File: src/design/sacl_pkg.sv
// Package for the set-associative LRU cache lookup.
// Constants, widths and the back-end state enum; no dependencies.
`default_nettype none
package sacl_pkg;
	localparam int NUM_SETS_DEF = 64;
	localparam int WAYS_DEF = 4;
	localparam int ADDR_W = 64;
	localparam int OFS_W = 4;
	localparam int WAY_OUT_W = 2;
	localparam logic [OFS_W-1:0] OFS_RESET = 4'd6;
	localparam int QDEPTH = 2;
	// back end: row clear after reset, idle, tag reads, update, output hold
	typedef enum logic [2:0] {ST_CLEAR, ST_IDLE, ST_READ, ST_UPD, ST_OUT} back_st_t;
endpackage
`default_nettype wire

File: src/design/sacl_front.sv
// Front end: accepts address words, drops the line offset, splits set and tag.
// Uses sacl_pkg; feeds a two-entry queue read by sacl_back.
`default_nettype none
module sacl_front #(
	parameter int NUM_SETS = sacl_pkg::NUM_SETS_DEF,
	parameter int SET_W = (NUM_SETS > 1) ? $clog2(NUM_SETS) : 1
) (
	input  wire logic                         clk,
	input  wire logic                         arst_n,
	input  wire logic [sacl_pkg::OFS_W-1:0]   ofs,
	input  wire logic                         in_valid,
	output logic                              in_ready,
	input  wire logic [sacl_pkg::ADDR_W-1:0]  in_addr,
	output logic                              q_valid,
	input  wire logic                         q_pop,
	output logic [SET_W-1:0]                  q_set,
	output logic [sacl_pkg::ADDR_W-1:0]       q_tag
);
	localparam int QD = sacl_pkg::QDEPTH;
	localparam bit POW2 = (NUM_SETS & (NUM_SETS - 1)) == 0;
	localparam int SH = $clog2(NUM_SETS);
	localparam logic [sacl_pkg::ADDR_W-1:0] NS = sacl_pkg::ADDR_W'(NUM_SETS);
	localparam int DIG_W = 4;
	localparam int STEPS = sacl_pkg::ADDR_W / DIG_W;
	localparam int STEP_W = $clog2(STEPS + 1);
	localparam int DV_W = SET_W + DIG_W;
	// registered line number, then set/tag split
	logic                        v_s1;
	logic [sacl_pkg::ADDR_W-1:0] line_s1;
	logic [SET_W-1:0]            rem_q;
	logic [STEP_W-1:0]           step_q;
	logic                        done;
	logic [DV_W-1:0]             dv;
	logic [DIG_W-1:0]            qd;
	logic [DV_W-1:0]             dv_rem;
	logic [SET_W-1:0]            set_q [QD];
	logic [sacl_pkg::ADDR_W-1:0] tag_q [QD];
	logic                        wp_q, rp_q;
	logic [1:0]                  cnt_q;
	logic                        push;
	logic [SET_W-1:0]            set_c;
	logic [sacl_pkg::ADDR_W-1:0] tag_c;
	// power-of-two set count splits at once; otherwise radix-16 long division,
	// one quotient digit per cycle, quotient shifted into line_s1
	assign done = POW2 || (32'(step_q) == STEPS);
	assign push = v_s1 && done;
	// s1 must be free or leaving, and the queue must have room for what is in s1
	assign in_ready = (!v_s1 || push) && ((32'(cnt_q) + 32'(v_s1)) < QD);
	always_comb begin
		dv = {rem_q, line_s1[sacl_pkg::ADDR_W-1 -: DIG_W]};
		qd = '0;
		for (int k = 1; k < (1 << DIG_W); k++)
			if (32'(dv) >= k * NUM_SETS) qd = DIG_W'(k);
		dv_rem = dv - DV_W'(32'(qd) * NUM_SETS);
	end
	always_comb begin
		if (POW2) begin
			set_c = SET_W'(line_s1 & (NS - 64'd1));
			tag_c = line_s1 >> SH;
		end else begin
			set_c = rem_q;
			tag_c = line_s1;
		end
	end
	always_ff @(posedge clk or negedge arst_n) begin
		if (!arst_n) begin
			v_s1 <= 1'b0;
			step_q <= '0;
			wp_q <= 1'b0;
			rp_q <= 1'b0;
			cnt_q <= 2'd0;
		end else begin
			if (in_valid && in_ready) begin
				v_s1 <= 1'b1;
				step_q <= '0;
			end else if (push) begin
				v_s1 <= 1'b0;
			end else if (v_s1) begin
				step_q <= step_q + 1'b1;
			end
			if (push) wp_q <= wp_q + 1'b1;
			if (q_pop) rp_q <= rp_q + 1'b1;
			cnt_q <= cnt_q + 2'(push) - 2'(q_pop);
		end
	end
	always_ff @(posedge clk) begin
		if (in_valid && in_ready) begin
			line_s1 <= in_addr >> ofs;
			rem_q <= '0;
		end else if (v_s1 && !done) begin
			line_s1 <= {line_s1[sacl_pkg::ADDR_W-DIG_W-1:0], qd};
			rem_q <= SET_W'(dv_rem);
		end
		if (push) begin
			set_q[wp_q] <= set_c;
			tag_q[wp_q] <= tag_c;
		end
	end
	assign q_valid = cnt_q != 2'd0;
	assign q_set = set_q[rp_q];
	assign q_tag = tag_q[rp_q];
endmodule
`default_nettype wire

File: config.mk
export PLATFORM = sky130hd
export DESIGN_NAME = sacl_front
export DESIGN_NICKNAME = d
export VERILOG_FILES = /design/src/design/sacl_pkg.sv /design/src/design/sacl_front.sv
export SDC_FILE = /design/constraint.sdc
export NUM_CORES = 1
export LEC_CHECK = 0
export BUFFER_PORTS_ARGS = -buffer_cell sky130_fd_sc_hd__clkbuf_2
export CAP_MARGIN = 0
export CORE_ASPECT_RATIO = 1.25
export CORE_MARGIN = 1
export CORE_UTILIZATION = 50
export DETAILED_ROUTE_END_ITERATION = 10
export GPL_ROUTABILITY_DRIVEN = 0
export PLACE_DENSITY = 0.76
export SLEW_MARGIN = 25
export SYNTH_ARGS = -nofsm -noshare
export SYNTH_HDL_FRONTEND = slang
export SYNTH_SLANG_ARGS = --single-unit
export TNS_END_PERCENT = 10
File: constraint.sdc
create_clock -name clk -period 8.1 [get_ports clk]
set_input_delay 0.81 -clock clk [delete_from_list [all_inputs] [get_ports clk]]
set_output_delay 0.81 -clock clk [all_outputs]
set_load 0.02 [all_outputs]
## After elaboration in Yosys (flattened, before gate mapping)

Memories as Yosys holds them, arrays and structs flattened.
Index checks and enable logic that the tools add are counted.

| storage, ports and cells | value |
|---|---|
| flip-flop bits (word level) | 69 |
| memory bits (writable) | 128 |
| input bits | 72 |
| output and inout bits | 72 |
| logic and storage cells | 19 |
| memories kept | 2 |

| operators by class | value |
|---|---|
| add/sub/neg operators | 5 |
| order comparisons | 1 |
| shifts and indexed selects | 1 |
| mux-type cells | 3 |
| reduce and logical (&&, ||, !) cells | 2 |

Memory list:

| name | depth | bits a word | rd ports | clocked after memory_dff | write ports | RTL line | RTL |
|---|---|---|---|---|---|---|---|
| tag_q | 2 | 58 | 1 | 0 | 1 | sacl_front.sv:37 | `logic [sacl_pkg::ADDR_W-1:0] tag_q [QD];` |
| set_q | 2 | 6 | 1 | 0 | 1 | sacl_front.sv:36 | `logic [SET_W-1:0] set_q [QD];` |

Operators by type and width:

| kind | number |
|---|---|
| >> shifter 64 x 4 -> 64 bit | 1 |
| adder 2 x 1 -> 3 bit | 1 |
| less-than comparator 3 x 2 -> 1 bit, second input constant | 1 |
| 2-to-1 mux 1 bit | 3 |
| adder 1 bit, second input constant | 2 |
| adder 2 x 1 -> 2 bit | 1 |
| nonzero test 2 bit | 1 |
| subtractor 2 x 1 -> 2 bit | 1 |
| logical AND 1 bit | 1 |

## Longest topological paths before layout

Gate-level depths: netlist of the first run.

| depth | value |
|---|---|
| word-level depth | 4 |
| gate-level depth with buffers | 8 |
| mapped depth without buffers | 6 |

## Least setup slack after synthesis of the first run

OpenSTA, ideal clock, no wires.

| timing | value |
|---|---|
| path type | register -> register |
| from | reg v_s1, in the netlist push |
| to | mem set_q[0][0] (netlist name), enable pin |
| library setup time | 0.486 ns |
| arrival time | 3.117 ns |
| required time | 7.614 ns |
| setup slack | 4.497 ns |
| cell stages (with the launch flop) | 3 |
| buffers on the path | 0 |
| period minus slack after synthesis | 3.603 ns |
| cell sequence | dfrtp_1 -> inv_1 -> nor2_1 |

| between the ends | value |
|---|---|
| word-level cells in the longest chain between the ends | 2 |

RTL lines:

| element | RTL line | RTL |
|---|---|---|
| start, declared | sacl_front.sv:28 | `logic v_s1;` |
| start signal, assigned | sacl_front.sv:67 | `v_s1 <= 1'b0;` |
| start signal, assigned | sacl_front.sv:74 | `v_s1 <= 1'b1;` |
| start signal, assigned | sacl_front.sv:77 | `v_s1 <= 1'b0;` |
| 2-to-1 mux 1 bit | sacl_front.sv:94 | `if (push) begin` |
| 2-to-1 mux 1 bit (implied by the code) | sacl_front.sv:95 | `set_q[wp_q] <= set_c;` |
| end, declared | sacl_front.sv:36 |  |

Every way passes these cells.

## Worst setup path in the final report of the first run

| timing | value |
|---|---|
| from | reg rp_q |
| to | out q_tag[23] (netlist name) |

| between the ends | value |
|---|---|
| word-level cells in the longest chain between the ends | 1 |

RTL lines:

| element | RTL line | RTL |
|---|---|---|
| start, declared | sacl_front.sv:38 | `logic wp_q, rp_q;` |
| start signal, assigned | sacl_front.sv:82 | `if (q_pop) rp_q <= rp_q + 1'b1;` |
| memory (2 x 58 bit) | n/a |  |
| end, declared | sacl_front.sv:17 | `output logic [sacl_pkg::ADDR_W-1:0] q_tag` |

Every way passes these cells.

==> impl_metrics.csv, run 1 <==
group,metric,value,unit
synthesis,ys_ff_latch,197,
detailed_routing,wl_per_cell,19.8,um
timing,setup_tns,0,ps
global_route,track_usage,20.9,%
timing,grt_setup_unrepaired,"false",
clock_tree,post_cts_buffers,0,
detailed_routing,drc_errors,0,
timing,fin_crit_sh,35.6,%
placement,post-place-cells,999,
synthesis,syn_area_per_cell,14.4,um^2
timing,fin_skew,8.06,ps
clock_tree,cts_root_buf,"clkbuf_16",
power_and_ir_drop,power.density,297,nW/um^2
die,die_area,19800,um^2
placement,dpl.hpwl,14300,um
finish,nFillCells,1454,
die,core_area,18800,um^2
timing,holdWs,200,ps
power_and_ir_drop,power.total,3.27,mW
finish,layout.nets,860,
clock_tree,postCtsResizedCells,0,
critical_path,crit_path_start_kind,"register",
synthesis,synth_warnings,0,
critical_path,arrival,2070,ps
timing,drv_slew,0,
clock_tree,clock_latency,410,ps
timing,tightest_slew,1020,ps
detailed_routing,dr.pass1.iters,6,
synthesis,synthCells,669,
finish,area_growth,14.5,%
die,die_x,126,um
timing,fin_crit,2880,ps
outcome,outcome,"finished clean",
detailed_routing,detail-route-antenna-nets,0,
finish,antenna_cells,0,
clock_tree,clock-sinks,197,
power_and_ir_drop,vdd_drop_max,0.213,mV
clock_tree,postCtsHoldBufs,0,
timing,fmax,347,MHz
detailed_routing,drtIter0Drc,647,
finish,final_common_cell,"edfxtp_1",
finish,drive_gt1_share,32.8,%
flow_run,drv_cap,0,
detailed_routing,avgViaCountPerCell,6.04,
power_and_ir_drop,power_leakage,4.27,nW
finish,layoutNonFillerInstCount,1030,
timing,setup_viol,0,
global_route,grt_pass1_vias,5966,
synthesis,seq_area_frac_synth,61.3,%
critical_path,crit_fanout,65,
detailed_routing,wl,20400,um
clock_tree,cts_buffers,17,
critical_path,critPathCaptureType,"output pin",
clock_tree,path_clk_slew,60,ps
critical_path,crit_required,7290,ps
clock_tree,clk_path_buf_depth,2,
global_route,grt_overflow,0,
timing,hold_viol,0,
die,die_y,157,um
global_route,antenna_found_initial,0,
critical_path,crit_type,"register to output pin",
die,start_util,51.2,%
timing,relSlewSlack,32.2,%
detailed_routing,vias,6217,
clock_tree,cts_tree,"done",
synthesis,ys_types,41,
clock_tree,htreeDepth,4,
placement,portBuffers,137,
hold_path,min_path_type,"primary input to async pin",
global_route,grt_pass1_wl,31800,um
global_route,grt_max_degree,72,
die,io_pins,144,
finish,final_cell_mix,"192 x edfxtp_1, 135 x clkbuf_2, 96 x mux2i_1",
synthesis,netlist_area,9610,um^2
die,rows,56,
[flip-flops by register name, indices dropped and copies added (netlist names)]
signal,flops
cnt_q,2
line_s1,64
push,1
rp_q,1
set_q,12
tag_q,116
wp_q,1
[logic make-up (layout without fill, tap and decap cells)]
| family | after synthesis | after routing | share of synthesized area [%] |
|---|---|---|---|
| AOI/OAI and AO/OA | 107 | 107 | 7.86 |
| xor gates and xnor gates | 4 | 4 | 0.365 |
| adders and majority gates | 2 | 2 | 0.260 |
| buffers and inverters | 59 | 183 | 2.97 |
| DFF | 197 | 197 | 61.3 |
| muxes | 185 | 185 | 22.1 |
| other | 1 | 6 | 0.0390 |
| and+or+nand+nor | 114 | 114 | 5.08 |
[worst max-delay path, cell delays in order (launching register included)]
cell	delay (ps)
dfrtp_2	340
buf_4	660
mux2_2	450
clkbuf_2	160
[Yosys cell counts]
| library cell | instances | area [um^2] |
|---|---|---|
| mux4_2 | 8 | 180 |
| o221ai_1 | 2 | 17.5 |
| nand4_1 | 1 | 6.26 |
| mux4_1 | 5 | 131 |
| o21ai_0 | 6 | 30.0 |
| xnor2_1 | 2 | 17.5 |
| a22oi_1 | 63 | 473 |
| nand2_1 | 63 | 236 |
| o211ai_1 | 2 | 15.0 |
| a221o_1 | 2 | 20.0 |
| ha_1 | 2 | 25.0 |
| mux2i_1 | 96 | 961 |
| a31o_2 | 1 | 8.76 |
| buf_2 | 18 | 90.1 |
| edfxtp_1 | 192 | 5770 |
| a31oi_1 | 5 | 31.3 |
| buf_1 | 5 | 18.8 |
| nand3b_1 | 1 | 7.51 |
| a222oi_1 | 3 | 30.0 |
| buf_4 | 9 | 67.6 |
| or2_2 | 2 | 12.5 |
| buf_6 | 1 | 11.3 |
| inv_1 | 7 | 26.3 |
| conb_1 | 1 | 3.75 |
| nor2b_1 | 5 | 31.3 |
| o311ai_0 | 1 | 8.76 |
| nand3_1 | 3 | 15.0 |
| and4_1 | 1 | 8.76 |
| dfrtp_1 | 5 | 125 |
| and2_1 | 6 | 37.5 |
| and3_1 | 1 | 6.26 |
| nor3_1 | 2 | 10.0 |
| or2_1 | 1 | 6.26 |
| o21a_1 | 1 | 7.51 |
| xor2_1 | 2 | 17.5 |
| nand2b_1 | 2 | 12.5 |
| nor2_1 | 26 | 97.6 |
| a21oi_1 | 14 | 70.1 |
| clkbuf_1 | 19 | 71.3 |
| o22ai_1 | 7 | 43.8 |
| mux2_2 | 76 | 856 |
[per-stage QoR]
| stage | setup WS, ps | utilization (%) | area [um^2] |
|---|---|---|---|
| CTS | 5180 | 58.6 | 11000 |
| floorplan | 4500 | - | 9630 |
| global placement | 4880 | 55.5 | 10400 |
| finish | 5220 | 58.6 | 11000 |
| detailed placement | 4820 | 55.5 | 10400 |
| global route | 5100 | 58.6 | 11000 |
[metal layers]
metal	GRT usage (%)	vias to the layer above	part of all wire [%]
met5	0	-	0
met4	6.83	0	1.9
met3	3.50	38	6.4
met2	33.7	355	47
met1	28.9	3002	44
li1	-	2822	-
[power by group]
| part | switching (mW) | internal, mW | total (mW) |
|---|---|---|---|
| registers | 0.0718 | 1.41 | 1.48 |
| logic | 0.607 | 0.350 | 0.957 |
| clock network | 0.343 | 0.484 | 0.827 |
| total | 1.02 | 2.24 | 3.27 |
[layout make-up]
class	instances	area [um^2]	share of cell area [%]
Sequential cell	197	5890	53.5
Multi-Input combinational cell	418	3460	31.5
Timing Repair Buffer	145	748	6.80
Clock buffer	18	429	3.90
Tap cell	232	290	2.64
Clock inverter	13	156	1.42
Inverter	7	26.3	0.239
[final timing paths]
path                       startpoint     endpoint  slack (ps)  depth (start not counted)
setup / recovery                 rp_q    q_tag[23]        5220                          3
setup reg to reg                 push  line_s1[50]        6190                          3
hold reg to reg            line_s1[4]  set_q[1][4]         440                          0
hold / removal                 arst_n     cnt_q[1]         200                          1
max in group asynchronous      arst_n         rp_q        7750                          1
min in group clk           line_s1[4]  set_q[1][4]         440                          0
(Power assumes the default switching activity.)
==> run 2, diff against run 1 <==
--- a/config.mk
+++ b/config.mk
@@ -12,7 +12,7 @@
 export CORE_UTILIZATION = 50
 export DETAILED_ROUTE_END_ITERATION = 10
 export GPL_ROUTABILITY_DRIVEN = 0
-export PLACE_DENSITY = 0.76
+export PLACE_DENSITY = 0.79
 export SLEW_MARGIN = 25
 export SYNTH_ARGS = -nofsm -noshare
 export SYNTH_HDL_FRONTEND = slang
==> constraint.sdc (replaced) <==
create_clock -name clk -period 2.4 [get_ports clk]
set_input_delay 0.24 -clock clk [delete_from_list [all_inputs] [get_ports clk]]
set_output_delay 0.24 -clock clk [all_outputs]
set_load 0.02 [all_outputs]
==> impl_metrics.csv, run 2 (synthesis gave the netlist of run 1 again) <==
group,metric,value,unit
timing,hold_viol,0,
detailed_routing,drc_errors,0,
finish,drive_gt1_share,34.8,%
clock_tree,postCtsResizedCells,0,
timing,fin_crit_sh,82.1,%
global_route,grt_pass1_vias,5875,
finish,largest-register,"tag_q",
clock_tree,path_clk_slew,70,ps
finish,multi_input_area,3460,um^2
die,die_x,126,um
critical_path,crit_fanout,46,
timing,setup_slack,429,ps
placement,pre_cts_slack,203,ps
placement,placed_area,10700,um^2
hold_path,min_path_type,"primary input to register",
finish,utilization,59.9,%
critical_path,path_cells,"buf_12, mux2_2, clkbuf_2",
clock_tree,clock_latency,430,ps
detailed_routing,wl,20000,um
critical_path,crit_family,"buffers and inverters",
detailed_routing,vias,6086,
timing,tightest_slew,577,ps
critical_path,crit_type,"register to output pin",
timing,holdWs,26.4,ps
hold_path,min_to,"rp_q",
clock_tree,cts_root_buf,"clkbuf_16",
critical_path,max_stage_delay,440,ps
critical_path,reg2regPathDepth,3,
finish,antenna_cells,0,
global_route,grt_pass1_wl,31200,um
detailed_routing,drtIter0Drc,570,
finish,largest_register_ffs,116,
critical_path,crit_buf_inv,2,
global_route,antenna_found_initial,0,
critical_path,cp_slowest_cell,"dfrtp_2",
die,rows,56,
hold_path,holdCritStartpoint,"q_pop",
timing,fmax,507,MHz
detailed_routing,detail-route-antenna-nets,0,
finish,nFillCells,1454,
critical_path,arrival,1730,ps
timing,drv_slew,0,
outcome,outcome,"finished clean",
placement,dpl.hpwl,14400,um
finish,layout.nets,877,
hold_path,holdPathStages,2,
finish,area_growth,17.0,%
timing,grt_setup_unrepaired,"false",
timing,setup_viol,0,
critical_path,crit_path_start_kind,"register",
clock_tree,postCtsHoldBufs,1,
die,io_pins,144,
global_route,track_usage,20.7,%
die,die_y,157,um
critical_path,crit_required,2160,ps
finish,final_area,11200,um^2
detailed_routing,avgViaCountPerCell,5.81,
timing,setup_tns,0,ps
clock_tree,htreeDepth,4,
placement,portBuffers,137,
timing,relSlewSlack,61.5,%
flow_run,drv_cap,0,
die,die_area,19800,um^2
power_and_ir_drop,vdd_drop_max,0.568,mV
global_route,grt_overflow,0,
critical_path,r2r-start,"push",
clock_tree,cts_buffers,17,
clock_tree,clk_path_buf_depth,2,
finish,seqCellArea,5890,um^2
power_and_ir_drop,power_leakage,4.38,nW
critical_path,r2r_slack,780,ps
timing,fin_crit,1970,ps
clock_tree,clock-sinks,197,
die,start_util,51.2,%
finish,reg_top3,"tag_q: 116 flops, line_s1: 64 flops, set_q: 12 flops",
finish,final_common_cell,"edfxtp_1",
clock_tree,post_cts_buffers,0,
power_and_ir_drop,power.density,987,nW/um^2
clock_tree,cts_tree,"done",
global_route,grt_max_degree,66,
finish,final_cell_mix,"192 x edfxtp_1, 136 x clkbuf_2, 96 x mux2i_1",
critical_path,critPathCaptureType,"output pin",
detailed_routing,dr.pass1.iters,6,
detailed_routing,wl_per_cell,19.1,um
timing,fin_skew,5.84,ps
critical_path,regToRegEndpoint,"tag_q[0][38]",
die,core_area,18800,um^2
[run 2: cell types whose count changed in the layout (fill, tap and decap cells not counted), sizes merged]
cell and delta:
buf +15, inv +6, clkinv -4, bufinv -3
clkinvlp +3, dlygate4sd3 +1
[run 2: how the worst max path moves through the flow]
| stage | startpoint | endpoint | slack, ps | depth (start not counted) |
|---|---|---|---|---|
| floorplan | wp_q | set_q[1][0] | 30 | 1 |
| global placement | ofs[1] | line_s1[22] | 240 | 5 |
| detailed placement | ofs[1] | line_s1[22] | 200 | 5 |
| CTS | rp_q | q_tag[26] | 400 | 3 |
| global route | rp_q | q_tag[26] | 380 | 3 |
| finish | rp_q | q_tag[26] | 430 | 3 |
[run 2: routing by layer]
metal  vias up  routed length [um]  GRT usage [%]
met5         -                   0              0
met4         0                 369           7.63
met3        33                1150           2.75
met2       261                9560           33.1
met1      2918                8920           29.0
li1       2874                   -              -
[run 2: report_power, final]
group | internal, mW | switching (mW)
Clock | 1.39 | 1.33
Sequential | 4.74 | 0.254
Combinational | 1.32 | 2.06
[run 2: layout make-up]
cell class                 count  share of cell area [%]
inverter                       7                   0.234
multi-input combinational    418                    30.8
timing repair buffer         162                    8.81
clock buffer                  17                    3.78
clock inverter                15                    1.39
tap                          232                    2.58
sequential                   197                    52.4
[run 2: through the flow]
stage / instances / power, mW
2_1_floorplan: 674 / 7.24
3_3_place_gp: 1015 / 8.40
3_5_place_dp: 1015 / 8.46
4_1_cts: 1048 / 11.2
5_1_grt: 1048 / 11.6
6_report: 1048 / 11.1
==> run 3, diff against run 2 <==
--- a/config.mk
+++ b/config.mk
@@ -12,7 +12,7 @@
 export CORE_UTILIZATION = 50
 export DETAILED_ROUTE_END_ITERATION = 10
 export GPL_ROUTABILITY_DRIVEN = 0
-export PLACE_DENSITY = 0.79
+export PLACE_DENSITY = 0.76
 export SLEW_MARGIN = 25
 export SYNTH_ARGS = -nofsm -noshare
 export SYNTH_HDL_FRONTEND = slang
==> constraint.sdc (replaced) <==
create_clock -name clk -period 2 [get_ports clk]
set_input_delay 0.2 -clock clk [delete_from_list [all_inputs] [get_ports clk]]
set_output_delay 0.2 -clock clk [all_outputs]
set_load 0.02 [all_outputs]
==> impl_metrics.csv, run 3 (synthesis gave the netlist of run 1 again) <==
group,metric,value,unit
outcome,outcome,"finished clean",
critical_path,cp_slowest_cell,"dfrtp_4",
power_and_ir_drop,switchingPower,4.24,mW
critical_path,crit_buf_inv,2,
clock_tree,clk_path_buf_depth,2,
critical_path,crit_type,"register to output pin",
timing,drv_slew,0,
finish,antenna_cells,0,
finish,final_cell_mix,"192 x edfxtp_1, 136 x clkbuf_2, 96 x mux2i_1",
detailed_routing,detail-route-antenna-nets,0,
clock_tree,path_clk_slew,60,ps
critical_path,critPathCaptureType,"output pin",
hold_path,min_path_type,"primary input to async pin",
detailed_routing,drc_errors,0,
timing,fmax,510,MHz
die,io_pins,144,
power_and_ir_drop,swShare,31.8,%
global_route,antenna_found_initial,0,
die,die_y,157,um
clock_tree,clock-sinks,197,
timing,tightest_slew,553,ps
timing,setup_viol,0,
critical_path,crit_family,"flip-flops",
critical_path,crit_required,1800,ps
global_route,grt_max_degree,66,
die,rows,56,
timing,fin_crit,1960,ps
power_and_ir_drop,pwr-share-seq,45.4,%
detailed_routing,wl_met1,8940,um
timing,holdWs,144,ps
global_route,grt_pass1_vias,6156,
finish,largest-register,"tag_q",
finish,utilization,60.5,%
power_and_ir_drop,power.density,1170,nW/um^2
detailed_routing,wl_per_cell,19.6,um
timing,fin_skew,8.21,ps
timing,setup_tns,0,ps
clock_tree,clock_latency,420,ps
power_and_ir_drop,power_frac_clock,23.3,%
die,core_area,18800,um^2
critical_path,path_cells,"buf_12, mux2_2, clkbuf_2",
global_route,grt_pass1_wl,32400,um
placement,post-place-cells,1024,
timing,fin_crit_sh,98.0,%
finish,drive_gt1_share,35.4,%
finish,final_common_cell,"edfxtp_1",
detailed_routing,wl,20800,um
detailed_routing,vias,6282,
detailed_routing,met3_length,1310,um
detailed_routing,avgViaCountPerCell,5.91,
critical_path,arrival,1760,ps
power_and_ir_drop,power_leakage,4.45,nW
power_and_ir_drop,p_int,9.09,mW
flow_run,drv_cap,0,
clock_tree,cts_tree,"done",
timing,hold_viol,0,
critical_path,r2r_slack,470,ps
placement,dpl.hpwl,15200,um
critical_path,crit_fanout,28,
global_route,grt_overflow,0,
clock_tree,htreeDepth,4,
die,die_x,126,um
critical_path,max_stage_delay,540,ps
power_and_ir_drop,vdd_drop_max,0.670,mV
detailed_routing,top_layer,"met4",
timing,relSlewSlack,63.0,%
power_and_ir_drop,p_comb_share,31.3,%
clock_tree,cts_root_buf,"clkbuf_16",
critical_path,crit_path_start_kind,"register",
finish,largest_register_ffs,116,
die,die_area,19800,um^2
detailed_routing,wl_met2,10200,um
finish,area_growth,18.1,%
placement,portBuffers,137,
die,start_util,51.2,%
global_route,track_usage,21.4,%
clock_tree,cts_buffers,17,
finish,layoutNonFillerInstCount,1063,
finish,reg_top3,"tag_q: 116 flops, line_s1: 64 flops, set_q: 12 flops",
finish,layout.nets,894,
detailed_routing,drtIter0Drc,573,
detailed_routing,dr.pass1.iters,5,
[run 3: layout make-up]
| cell class | count | area (um^2) |
|---|---|---|
| inverters | 7 | 26.3 |
| clock buffers | 18 | 429 |
| flip-flops and latches | 197 | 5890 |
| clock inverters | 12 | 105 |
| multi-input cells | 418 | 3460 |
| repair buffers | 179 | 1150 |
| well taps | 232 | 290 |
| fillers | 1445 | 7420 |
[run 3: routing by layer]
| layer | track usage [%] | vias up |
|---|---|---|
| met5 | 0 | - |
| met1 | 28.7 | 3037 |
| met4 | 6.71 | 0 |
| met2 | 35.7 | 306 |
| met3 | 3.67 | 32 |
| li1 | - | 2907 |
[run 3: path summary, 6_finish.rpt]
check / start / endpoint / cells past startpoint
worst max-delay path: rp_q / q_tag[27] / 3
worst min-delay path: arst_n / cnt_q[1] / 2
worst max register to register: push / line_s1[58] / 3
worst min register to register: line_s1[58] / tag_q[0][52] / 0
max in group asynchronous: arst_n / rp_q / 2
min in group clk: in_addr[0] / line_s1[0] / 5
[run 3: power by group through the flow]
stage          clock (mW)  combinational [mW]  sequential, mW
6_report             3.10                4.17            6.06
5_1_grt              3.30                4.45            6.13
4_1_cts              3.14                4.10            6.07
3_5_place_dp            0                4.07            6.14
3_3_place_gp            0                4.02            6.07
2_1_floorplan           0                2.73            5.96
[run 3: per-stage QoR]
| stage | cell area (um^2) | setup slack (ps) | power (mW) |
|---|---|---|---|
| floorplan | 9640 | -373 | 8.69 |
| global placement | 10700 | 97.4 | 10.1 |
| detailed placement | 10700 | 50.4 | 10.2 |
| CTS | 11300 | 5.39 | 13.3 |
| global route | 11400 | -7.71 | 13.9 |
| finish | 11400 | 40.2 | 13.3 |
[run 3: repair_timing]
action / in CTS / in global routing
buffers inserted: 0 / 7
gates resized for setup: 1 / 0
endpoints found under the setup margin: 37 / 31
endpoints found under the hold margin: 6 / 0
hold buffers: 2 / 0
